[config.mk]
export PLATFORM = sky130hd
export DESIGN_NAME = tick_task_scheduler_with_semaphores
export DESIGN_NICKNAME = d
export VERILOG_FILES = /design/src/rtl/tts_pkg.sv /design/src/rtl/tts_front.sv /design/src/rtl/tts_back.sv /design/src/rtl/tick_task_scheduler_with_semaphores.sv
export SDC_FILE = /design/constraint.sdc
export NUM_CORES = 2
export LEC_CHECK = 0
export ABC_AREA = 0
export BUFFER_PORTS_ARGS = -buffer_cell sky130_fd_sc_hd__buf_2
export CAP_MARGIN = 20
export CORE_AREA = 2 2 271 380
export DETAILED_ROUTE_END_ITERATION = 16
export DIE_AREA = 0 0 273 382
export PLACE_DENSITY = 0.71
export SYNTH_ARGS = -nofsm -noshare
export SYNTH_HDL_FRONTEND = slang
export SYNTH_HIERARCHICAL = 1
export SYNTH_SLANG_ARGS = --single-unit
export TNS_END_PERCENT = 100
[constraint.sdc]
create_clock -name clk -period 5.68 [get_ports clk]
set_input_delay 1.136 -clock clk [delete_from_list [all_inputs] [get_ports clk]]
set_output_delay 1.136 -clock clk [all_outputs]
set_load 0.05 [all_outputs]
[src/rtl/tts_pkg.sv]
// ----------------------------------------------------------------------------
// tts_pkg
// Shared types and constants for the tick task scheduler.
// ----------------------------------------------------------------------------
package tts_pkg;

    localparam int TASK_SLOTS  = 16;
    localparam int SEM_COUNT   = 32;
    localparam int QUEUE_COUNT = 8;
    localparam int TIMER_BITS  = 16;
    localparam int TASK_W      = $clog2(TASK_SLOTS);
    localparam int SLOT_CNT_W  = $clog2(TASK_SLOTS + 1);
    localparam int SEM_W       = $clog2(SEM_COUNT);
    localparam int QUEUE_SEMS  = 2 * QUEUE_COUNT;
    localparam int CMDQ_DEPTH  = 2;

    typedef enum logic [2:0] {
        REQ_TICK      = 3'd0,
        REQ_START     = 3'd1,
        REQ_WAIT_SEM  = 3'd2,
        REQ_WAIT_TIME = 3'd3,
        REQ_SIGNAL    = 3'd4,
        REQ_PRESET    = 3'd5,
        REQ_SET_STATE = 3'd6,
        REQ_NONE      = 3'd7
    } req_t;

    localparam logic [1:0] EV_NONE    = 2'd0;
    localparam logic [1:0] EV_SIGNAL  = 2'd1;
    localparam logic [1:0] EV_TIMEOUT = 2'd2;

    typedef struct packed {
        logic [2:0]  req_type;
        logic [3:0]  task_id;
        logic [4:0]  sem_index;
        logic [15:0] amount;
        logic [7:0]  user_state;
    } req_item_t;

    typedef struct packed {
        logic       run_valid;
        logic [3:0] run_task;
        logic [7:0] run_state;
        logic [1:0] run_event;
        logic       granted;
        logic [3:0] new_task;
        logic       table_full;
        logic       last;
    } rsp_item_t;

    typedef struct packed {
        logic                  started;
        logic                  wsem;
        logic                  wtime;
    } cond_t;

    typedef struct packed {
        req_t                  req;
        logic [TASK_W-1:0]     tid;
        logic                  task_ok;
        logic                  sem_ok;
        logic [SEM_W-1:0]      sem;
        logic [15:0]           amount;
        logic [7:0]            user_state;
    } cmd_t;

endpackage

[src/rtl/tts_front.sv]
// ----------------------------------------------------------------------------
// tts_front
// Accepts requests, classifies them and queues decoded commands.
// ----------------------------------------------------------------------------
module tts_front
    import tts_pkg::*;
(
    input  logic                  clk,
    input  logic                  rst_n,
    input  logic                  start,
    input  req_item_t             req,
    input  logic                  accept,
    input  logic [SLOT_CNT_W-1:0] free_slot,
    output logic                  cmd_valid,
    output cmd_t                  cmd,
    input  logic                  cmd_pop
);

    cmd_t                  q_mem [CMDQ_DEPTH];
    logic                  wr_ptr_reg, rd_ptr_reg;
    logic [1:0]            cnt_reg;
    cmd_t                  dec;
    logic [SLOT_CNT_W-1:0] tid_ext;

    always_comb
    begin
        tid_ext        = SLOT_CNT_W'(req.task_id);
        dec.req        = req_t'(req.req_type);
        dec.tid        = TASK_W'(req.task_id);
        dec.task_ok    = (tid_ext < free_slot) && (32'(req.task_id) < TASK_SLOTS);
        dec.sem_ok     = 32'(req.sem_index) < SEM_COUNT;
        dec.sem        = SEM_W'(req.sem_index);
        dec.amount     = req.amount;
        dec.user_state = req.user_state;
    end

    always_ff @(posedge clk)
    begin
        if (accept)
        begin
            q_mem[wr_ptr_reg] <= dec;
        end
    end

    always_ff @(posedge clk or negedge rst_n)
    begin
        if (!rst_n)
        begin
            wr_ptr_reg <= 1'b0;
            rd_ptr_reg <= 1'b0;
            cnt_reg    <= 2'd0;
        end
        else
        begin
            if (accept)
            begin
                wr_ptr_reg <= ~wr_ptr_reg;
            end
            if (cmd_pop)
            begin
                rd_ptr_reg <= ~rd_ptr_reg;
            end
            cnt_reg <= cnt_reg + 2'(accept) - 2'(cmd_pop);
        end
    end

    assign cmd_valid = cnt_reg != 2'd0;
    assign cmd       = q_mem[rd_ptr_reg];

`ifndef NO_ASSERTIONS
    a_no_overflow: assert property (@(posedge clk) disable iff (!rst_n)
        accept |-> cnt_reg != 2'd2) else $error("command queue overflow");
    a_no_underflow: assert property (@(posedge clk) disable iff (!rst_n)
        cmd_pop |-> cmd_valid) else $error("command queue underflow");
    a_start_only: assert property (@(posedge clk) disable iff (!rst_n)
        accept |-> start) else $error("accept without start");
`endif

endmodule

[src/rtl/tts_back.sv]
// ----------------------------------------------------------------------------
// tts_back
// Executes commands against the task table and semaphores; walks ticks.
// ----------------------------------------------------------------------------
module tts_back
    import tts_pkg::*;
(
    input  logic                  clk,
    input  logic                  rst_n,
    input  logic                  cmd_valid,
    input  cmd_t                  cmd,
    output logic                  cmd_pop,
    output logic [SLOT_CNT_W-1:0] free_slot,
    output logic                  idle,
    output logic                  result_strobe,
    output rsp_item_t             result
);

    typedef enum logic [1:0] {
        ST_IDLE,
        ST_WALK,
        ST_EMPTY
    } state_t;

    state_t                  state_reg;
    cond_t                   cond_reg  [TASK_SLOTS];
    logic [SEM_W-1:0]        wsem_reg  [TASK_SLOTS];
    logic [TIMER_BITS-1:0]   timer_reg [TASK_SLOTS];
    logic [7:0]              ustate_reg[TASK_SLOTS];
    logic [1:0]              event_reg [TASK_SLOTS];
    logic [7:0]              sem_reg   [SEM_COUNT];
    logic [SLOT_CNT_W-1:0]   free_reg;
    logic [TASK_W-1:0]       idx_reg;
    logic                    any_reg;
    logic                    pend_reg;
    rsp_item_t               pend_item_reg;
    logic                    strobe_reg;
    rsp_item_t               result_reg;

    cond_t                   c_cur;
    logic [SEM_W-1:0]        s_cur;
    logic [7:0]              s_cnt;
    logic                    sem_wake;
    logic                    c_after_sem_wsem;
    logic                    c_after_sem_wtime;
    logic [TIMER_BITS-1:0]   t_dec;
    logic                    time_run;
    logic                    time_wake;
    logic                    ready_now;
    logic [1:0]              ev_now;
    logic                    last_slot;
    logic [7:0]              cmd_sem_cnt;
    logic [TIMER_BITS-1:0]   amt_t;
    rsp_item_t               cmd_rsp;
    rsp_item_t               walk_rsp;
    rsp_item_t               close_rsp;

    always_comb
    begin
        c_cur             = cond_reg[idx_reg];
        s_cur             = wsem_reg[idx_reg];
        s_cnt             = sem_reg[s_cur];
        sem_wake          = c_cur.wsem && (s_cnt != 8'd0);
        c_after_sem_wsem  = c_cur.wsem && !sem_wake;
        c_after_sem_wtime = c_cur.wtime && !sem_wake;
        t_dec             = timer_reg[idx_reg] - TIMER_BITS'(1);
        time_run          = c_after_sem_wtime && (timer_reg[idx_reg] != '0);
        time_wake         = time_run && (t_dec == '0);
        ready_now         = c_cur.started &&
                            ((!c_after_sem_wsem && !c_after_sem_wtime) || time_wake);
        ev_now            = time_wake ? EV_TIMEOUT :
                            (sem_wake ? EV_SIGNAL : event_reg[idx_reg]);
        last_slot         = (SLOT_CNT_W'(idx_reg) + SLOT_CNT_W'(1)) >= free_reg;
        cmd_sem_cnt       = sem_reg[cmd.sem];
        amt_t             = TIMER_BITS'(cmd.amount);

        cmd_rsp      = '0;
        cmd_rsp.last = 1'b1;
        unique case (cmd.req)
            REQ_START:
            begin
                if (32'(free_reg) < TASK_SLOTS)
                begin
                    cmd_rsp.new_task = 4'(free_reg);
                end
                else
                begin
                    cmd_rsp.table_full = 1'b1;
                end
            end
            REQ_WAIT_SEM:
            begin
                cmd_rsp.granted = cmd.task_ok && cmd.sem_ok && (cmd_sem_cnt != 8'd0);
            end
            default:
            begin
            end
        endcase

        walk_rsp           = '0;
        walk_rsp.run_valid = 1'b1;
        walk_rsp.run_task  = 4'(idx_reg);
        walk_rsp.run_state = ustate_reg[idx_reg];
        walk_rsp.run_event = ev_now;

        if (pend_reg)
        begin
            close_rsp = pend_item_reg;
        end
        else
        begin
            close_rsp = '0;
        end
        close_rsp.last = 1'b1;
    end

    assign cmd_pop = cmd_valid && (state_reg == ST_IDLE);

    always_ff @(posedge clk)
    begin
        if (cmd_pop)
        begin
            unique case (cmd.req)
                REQ_START:
                begin
                    if (32'(free_reg) < TASK_SLOTS)
                    begin
                        ustate_reg[TASK_W'(free_reg)] <= 8'd0;
                        timer_reg[TASK_W'(free_reg)]  <= '0;
                    end
                end
                REQ_WAIT_SEM:
                begin
                    if (cmd.task_ok && !(cmd.sem_ok && cmd_sem_cnt != 8'd0))
                    begin
                        wsem_reg[cmd.tid] <= cmd.sem;
                        if (cmd.amount != 16'd0)
                        begin
                            timer_reg[cmd.tid] <= amt_t;
                        end
                    end
                end
                REQ_WAIT_TIME:
                begin
                    if (cmd.task_ok)
                    begin
                        timer_reg[cmd.tid] <= amt_t;
                    end
                end
                REQ_SET_STATE:
                begin
                    if (cmd.task_ok)
                    begin
                        ustate_reg[cmd.tid] <= cmd.user_state;
                    end
                end
                default:
                begin
                end
            endcase
        end
        else if (state_reg == ST_WALK)
        begin
            if (time_run)
            begin
                timer_reg[idx_reg] <= t_dec;
            end
        end
    end

    always_ff @(posedge clk or negedge rst_n)
    begin
        if (!rst_n)
        begin
            state_reg     <= ST_IDLE;
            free_reg      <= '0;
            idx_reg       <= '0;
            any_reg       <= 1'b0;
            pend_reg      <= 1'b0;
            pend_item_reg <= '0;
            strobe_reg    <= 1'b0;
            result_reg    <= '0;
            for (int i = 0; i < TASK_SLOTS; i++)
            begin
                cond_reg[i]  <= '0;
                event_reg[i] <= EV_NONE;
            end
            for (int i = 0; i < SEM_COUNT; i++)
            begin
                sem_reg[i] <= 8'd0;
            end
        end
        else
        begin
            strobe_reg <= 1'b0;
            unique case (state_reg)
                ST_IDLE:
                begin
                    if (cmd_pop)
                    begin
                        result_reg <= cmd_rsp;
                        unique case (cmd.req)
                            REQ_TICK:
                            begin
                                idx_reg  <= '0;
                                any_reg  <= 1'b0;
                                pend_reg <= 1'b0;
                                state_reg <= (free_reg == '0) ? ST_EMPTY : ST_WALK;
                            end
                            REQ_START:
                            begin
                                strobe_reg <= 1'b1;
                                if (32'(free_reg) < TASK_SLOTS)
                                begin
                                    cond_reg[TASK_W'(free_reg)] <= '{1'b1, 1'b0, 1'b0};
                                    free_reg <= free_reg + SLOT_CNT_W'(1);
                                end
                            end
                            REQ_WAIT_SEM:
                            begin
                                strobe_reg <= 1'b1;
                                if (cmd.task_ok)
                                begin
                                    if (cmd.sem_ok && cmd_sem_cnt != 8'd0)
                                    begin
                                        sem_reg[cmd.sem] <= cmd_sem_cnt - 8'd1;
                                        cond_reg[cmd.tid] <= '{1'b1, 1'b0, 1'b0};
                                    end
                                    else
                                    begin
                                        cond_reg[cmd.tid] <=
                                            '{1'b1, 1'b1, cmd.amount != 16'd0};
                                    end
                                end
                            end
                            REQ_WAIT_TIME:
                            begin
                                strobe_reg <= 1'b1;
                                if (cmd.task_ok)
                                begin
                                    cond_reg[cmd.tid] <= '{1'b1, 1'b0, 1'b1};
                                end
                            end
                            REQ_SIGNAL:
                            begin
                                strobe_reg <= 1'b1;
                                if (cmd.sem_ok && cmd_sem_cnt != 8'hFF)
                                begin
                                    sem_reg[cmd.sem] <= cmd_sem_cnt + 8'd1;
                                end
                            end
                            REQ_PRESET:
                            begin
                                strobe_reg <= 1'b1;
                                if (cmd.sem_ok)
                                begin
                                    sem_reg[cmd.sem] <= cmd.amount[7:0];
                                end
                            end
                            default:
                            begin
                                strobe_reg <= 1'b1;
                            end
                        endcase
                    end
                end
                ST_WALK:
                begin
                    if (sem_wake && !(32'(s_cur) < QUEUE_SEMS))
                    begin
                        sem_reg[s_cur] <= s_cnt - 8'd1;
                    end
                    if (sem_wake || time_wake)
                    begin
                        cond_reg[idx_reg]  <= '{1'b1, 1'b0, 1'b0};
                        event_reg[idx_reg] <= ev_now;
                    end
                    if (ready_now)
                    begin
                        if (pend_reg)
                        begin
                            strobe_reg <= 1'b1;
                            result_reg <= pend_item_reg;
                        end
                        pend_reg      <= 1'b1;
                        any_reg       <= 1'b1;
                        pend_item_reg <= walk_rsp;
                    end
                    if (last_slot)
                    begin
                        state_reg <= ST_EMPTY;
                    end
                    else
                    begin
                        idx_reg <= idx_reg + TASK_W'(1);
                    end
                end
                ST_EMPTY:
                begin
                    strobe_reg <= 1'b1;
                    result_reg <= close_rsp;
                    pend_reg   <= 1'b0;
                    state_reg  <= ST_IDLE;
                end
                default:
                begin
                    state_reg <= ST_IDLE;
                end
            endcase
        end
    end

    assign free_slot     = free_reg;
    assign idle          = (state_reg == ST_IDLE) && !cmd_valid;
    assign result_strobe = strobe_reg;
    assign result        = result_reg;

`ifndef NO_ASSERTIONS
    a_free_range: assert property (@(posedge clk) disable iff (!rst_n)
        32'(free_reg) <= TASK_SLOTS) else $error("slot count out of range");
    a_walk_bound: assert property (@(posedge clk) disable iff (!rst_n)
        state_reg == ST_WALK |-> SLOT_CNT_W'(idx_reg) < free_reg)
        else $error("walk past last started slot");
    a_empty_ends: assert property (@(posedge clk) disable iff (!rst_n)
        state_reg == ST_EMPTY |=> strobe_reg && result_reg.last)
        else $error("tick did not close with last");
    a_any_seen: assert property (@(posedge clk) disable iff (!rst_n)
        pend_reg |-> any_reg) else $error("pending result without ready task");
`endif

endmodule

[src/rtl/tick_task_scheduler_with_semaphores.sv]
// ----------------------------------------------------------------------------
// tick_task_scheduler_with_semaphores
// Run-to-completion task scheduler with counting semaphores.
// ----------------------------------------------------------------------------
// A request transfers when start is high and busy is low; busy stays high until
// every result of that request has been shown. A non-tick request gives one
// result, registered by the back end after it pops the command from the queue;
// the next transfer can come once busy falls. A tick walks the started slots in
// index order, one slot per cycle through the back-end sequencer, and closes
// with a final result. A ready task is shown once the walk reaches the next
// ready task or the end; the final one, or a single empty result, is flagged
// last. Results are strobed by done for exactly one cycle and cannot be held
// off.
module tick_task_scheduler_with_semaphores
    import tts_pkg::*;
(
    input  logic      clk,
    input  logic      rst_n,
    input  logic      start,
    output logic      busy,
    input  req_item_t req,
    output logic      done,
    output rsp_item_t rsp
);

    logic                  accept;
    logic                  cmd_valid;
    logic                  cmd_pop;
    cmd_t                  cmd;
    logic [SLOT_CNT_W-1:0] free_slot;
    logic                  back_idle;
    logic                  busy_reg;

    assign accept = start && !busy;
    assign busy   = busy_reg || !back_idle;

    always_ff @(posedge clk or negedge rst_n)
    begin
        if (!rst_n)
        begin
            busy_reg <= 1'b0;
        end
        else if (accept)
        begin
            busy_reg <= 1'b1;
        end
        else if (done && rsp.last)
        begin
            busy_reg <= 1'b0;
        end
    end

    tts_front u_front (
        .clk       (clk),
        .rst_n     (rst_n),
        .start     (start),
        .req       (req),
        .accept    (accept),
        .free_slot (free_slot),
        .cmd_valid (cmd_valid),
        .cmd       (cmd),
        .cmd_pop   (cmd_pop)
    );

    tts_back u_back (
        .clk           (clk),
        .rst_n         (rst_n),
        .cmd_valid     (cmd_valid),
        .cmd           (cmd),
        .cmd_pop       (cmd_pop),
        .free_slot     (free_slot),
        .idle          (back_idle),
        .result_strobe (done),
        .result        (rsp)
    );

`ifndef NO_ASSERTIONS
    a_busy_after_accept: assert property (@(posedge clk) disable iff (!rst_n)
        accept |=> busy) else $error("busy not raised after transfer");
    a_done_only_busy: assert property (@(posedge clk) disable iff (!rst_n)
        done |-> busy_reg) else $error("result without open request");
    a_release: assert property (@(posedge clk) disable iff (!rst_n)
        done && rsp.last |=> !busy_reg) else $error("busy held after last");
`endif

endmodule

==> out/qor.txt <==
==================================================================================
R2R Setup Slk                                                              0.11 ns
H-tree level count                                                               3
Total Die Area                                                        0.1043 sq mm
Via count of the first global-routing pass                                   39350
Reg-to-reg critical path startpoint                                   u_back/idx_reg[3]$_DFFE_PN0P_
Startpoint-to-endpoint class of the critical path                     flop to flop
Global-route wire length before repair                                271300 microns
Setup Skew                                                              0.04590 ns
Register area share after synthesis                                         51.75%
Number of library cell types mapped by synthesis                                82
Number of remaining DRC errors                                                   0
Non-Filler Cell Area, Final                                           0.05684 sq mm
# rows                                                                         138
Pwr dens                                                              521.9 mW/mm^2
Final net count                                                               4454
Most common cell after layout, fill and taps aside                    sky130_fd_sc_hd__edfxtp_1
Pre-CTS setup slack                                                     0.04675 ns
Slew at the pin closest to its max-slew limit                             1.181 ns
Placeable core region                                                 0.1008 sq mm
Slowest cell on the critical path                                     sky130_fd_sc_hd__a221oi_2
Hold WC Path Type                                                     input port to asynchronous set/reset pin
Count of final setup violators                                                   0
Detailed Route WL                                                     187300 microns
Post-Syn Nets                                                                 4355
Number of sinks driven by the clock tree                                       929
Clk Latency, worst-skew pair                                               0.73 ns
Antenna violations before repair                                                 0
Family of cells with the greatest summed delay on the critical path   multiplexers
Worst EP required                                                          6.29 ns
Layout cell share with drive strength beyond 1                              23.44%
CP Buf/Inv Count                                                                 4
Width of the die                                                       273 microns
Overflow left after global routing                                               0
Die H                                                                  382 microns
Clock tree root driver cell                                           sky130_fd_sc_hd__clkbuf_16
Peak supply drop                                                          615.6 uV
Number of nets with antenna violations after detailed routing                    0
TritonCTS clock tree                                                         built
CTS buffer count                                                                92
Detail-routed net length per standard cell                            32.33 microns
Violation count after the first detailed-route iteration                      5770
Maximum clock path buffer count                                                  3
Boundary Pins                                                                   63
Slowest Stage Delay on Critical Path                                       0.73 ns
Mean post-synth cell area                                              11.69 sq um
Final weighted congestion in routability-driven placement                    1.091
Global Route Usage Sum                                                      35.73%
HPWL reported at the end of detailed placement                        129100 microns
Post-synth ARST share                                                       42.09%
Starting density of the core                                                49.71%
Outcome                                                               finished clean
Type of element launching the critical path                                   flop
CP arrival                                                                 6.18 ns
Area growth, synth to finish                                                13.40%
Reported max-cap violation count                                                 0
Length of the first detailed-routing pass in iterations                         13
Commonest cells after routing, fill and taps aside                    sky130_fd_sc_hd__edfxtp_1 (538), sky130_fd_sc_hd__nor2_1 (395), sky130_fd_sc_hd__dfrtp_1 (387), sky130_fd_sc_hd__nand2_1 (359), sky130_fd_sc_hd__buf_4 (254)
Synth Warn #                                                                     6
Clock transition at path regs                                              0.07 ns
Period utilization                                                          98.05%
Port Buf Inserts                                                                62
Total standard cell area after synthesis                              0.05012 sq mm
Synthesized flop and latch total                                               929
Most used DFF post-synth                                              sky130_fd_sc_hd__edfxtp_1
Crit-path cells                                                       buf_4 -> mux2_2 -> mux4_2 -> mux2_4 -> buf_4 -> buf_12 -> mux2i_1 -> mux2i_1 -> a32oi_1 -> and4b_1 -> nand4_1 -> o21ai_4 -> buf_12 -> a221oi_2 -> mux2_2
Maximum operating frequency                                              179.6 MHz
Hold Vio Cnt, Final                                                              0
Worst setup startpoint                                                u_back/idx_reg[3]$_DFFE_PN0P_
Maximum number of pins on one net before global-route repair                   147
End-of-flow core utilization                                                56.37%
Critical path endpoint category                                               flop
Cell count after synthesis                                                    4288
Number of vias per cell after detailed routing                               6.983
Cell area after placement                                             0.05355 sq mm
Vias after detailed routing                                                  40450
Post-route worst hold slack                                              0.4341 ns
Least setup slack across all paths after layout                          0.1107 ns
Leakage power total                                                       20.93 nW
Ant. Diodes                                                                      0
Max transition margin                                                       21.28%
Min Clock Period, post-route                                              5.569 ns
CP max FO                                                                       28
Setup tns final                                                               0 ns
Final number of max-transition violations                                        0
Count of flip-flops with a built-in enable after synthesis                     538
Setup repair after global routing missed its margin                          false
==================================================================================
## per-layer routing
layer | wire length (microns) | GRT usage, % | up-vias | part of all wire, %
met5 | 0 | 0 | - | 0
met4 | 19870 | 29.34 | 0 | 11
met3 | 17080 | 7.860 | 939 | 9.1
met2 | 87070 | 57.01 | 2750 | 46
met1 | 63250 | 41.29 | 20000 | 34
li1 | - | - | 16760 | -
## kinds of logic after synthesis
logic type               Yosys count  share of synthesized area [%]
AND/OR/NAND/NOR                 1161                          10.61
AO/OA/AOI/OAI                   1149                          15.24
flip-flops                       929                          51.75
multiplexers                     545                          17.42
buffers and inverters            442                          3.692
XOR/XNOR                          33                         0.5766
adder cells (fa/ha/maj)           28                         0.6989
other                              1                       0.007481
## area by class of cell
cell class | count | area [sq um]
clock inverter | 45 | 611.8
fill | 8398 | 44000
inverter | 83 | 311.5
multi-input combinational | 2917 | 22630
timing repair buffer | 364 | 3134
clock buffer | 125 | 2539
tap | 1330 | 1664
sequential | 929 | 25950
## cells in the mapped netlist, drive strengths merged, types with 75 or more instances
cell    number  area, sq um
mux4       236         5315
clkbuf     270         1013
nor2       403         1518
buf         89        525.5
a21oi      258         1291
o21ai      180        900.9
mux2i      110         1101
mux2       199         2316
o22ai      108        675.7
nand2      359         1348
inv         82        307.8
nand3       75        375.4
a31oi      143        894.6
edfxtp     538        16160
dfrtp      391         9784
## final timing paths
check,endpoint,cells after the start
worst max-delay path,u_back/sem_reg[22]$_DFFE_PN0P_,15
worst min-delay path,u_back/sem_reg[187]$_DFFE_PN0P_,1
worst min register to register,u_back/cond_reg[11]$_DFFE_PN0P_,1
worst max register to register,u_back/sem_reg[22]$_DFFE_PN0P_,15
min in group clk,u_back/cond_reg[11]$_DFFE_PN0P_,1
max in group asynchronous,u_back/free_slot[3]$_DFFE_PN0P_,2
## through the flow
stage	power, mW	instances
floorplan	16.47	4288
global placement	22.46	5614
detailed placement	22.60	5616
CTS	29.04	5786
global route	30.36	5793
finish	29.66	5793
## what timing repair did
action                     in CTS  in global routing
setup endpoints to repair       5                311
pin swaps                       0                  0
gates resized for setup         1                 15
hold endpoints to repair        0                  0
setup buffers                   0                  5
hold buffers                    0                  0
## power breakdown
| group | internal, mW | switching (mW) |
|---|---|---|
| Combinational | 4.54 | 9.52 |
| Sequential | 8.14 | 1.01 |
| Clock | 3.63 | 2.82 |
Note: power is estimated with default switching activity, not from simulation.
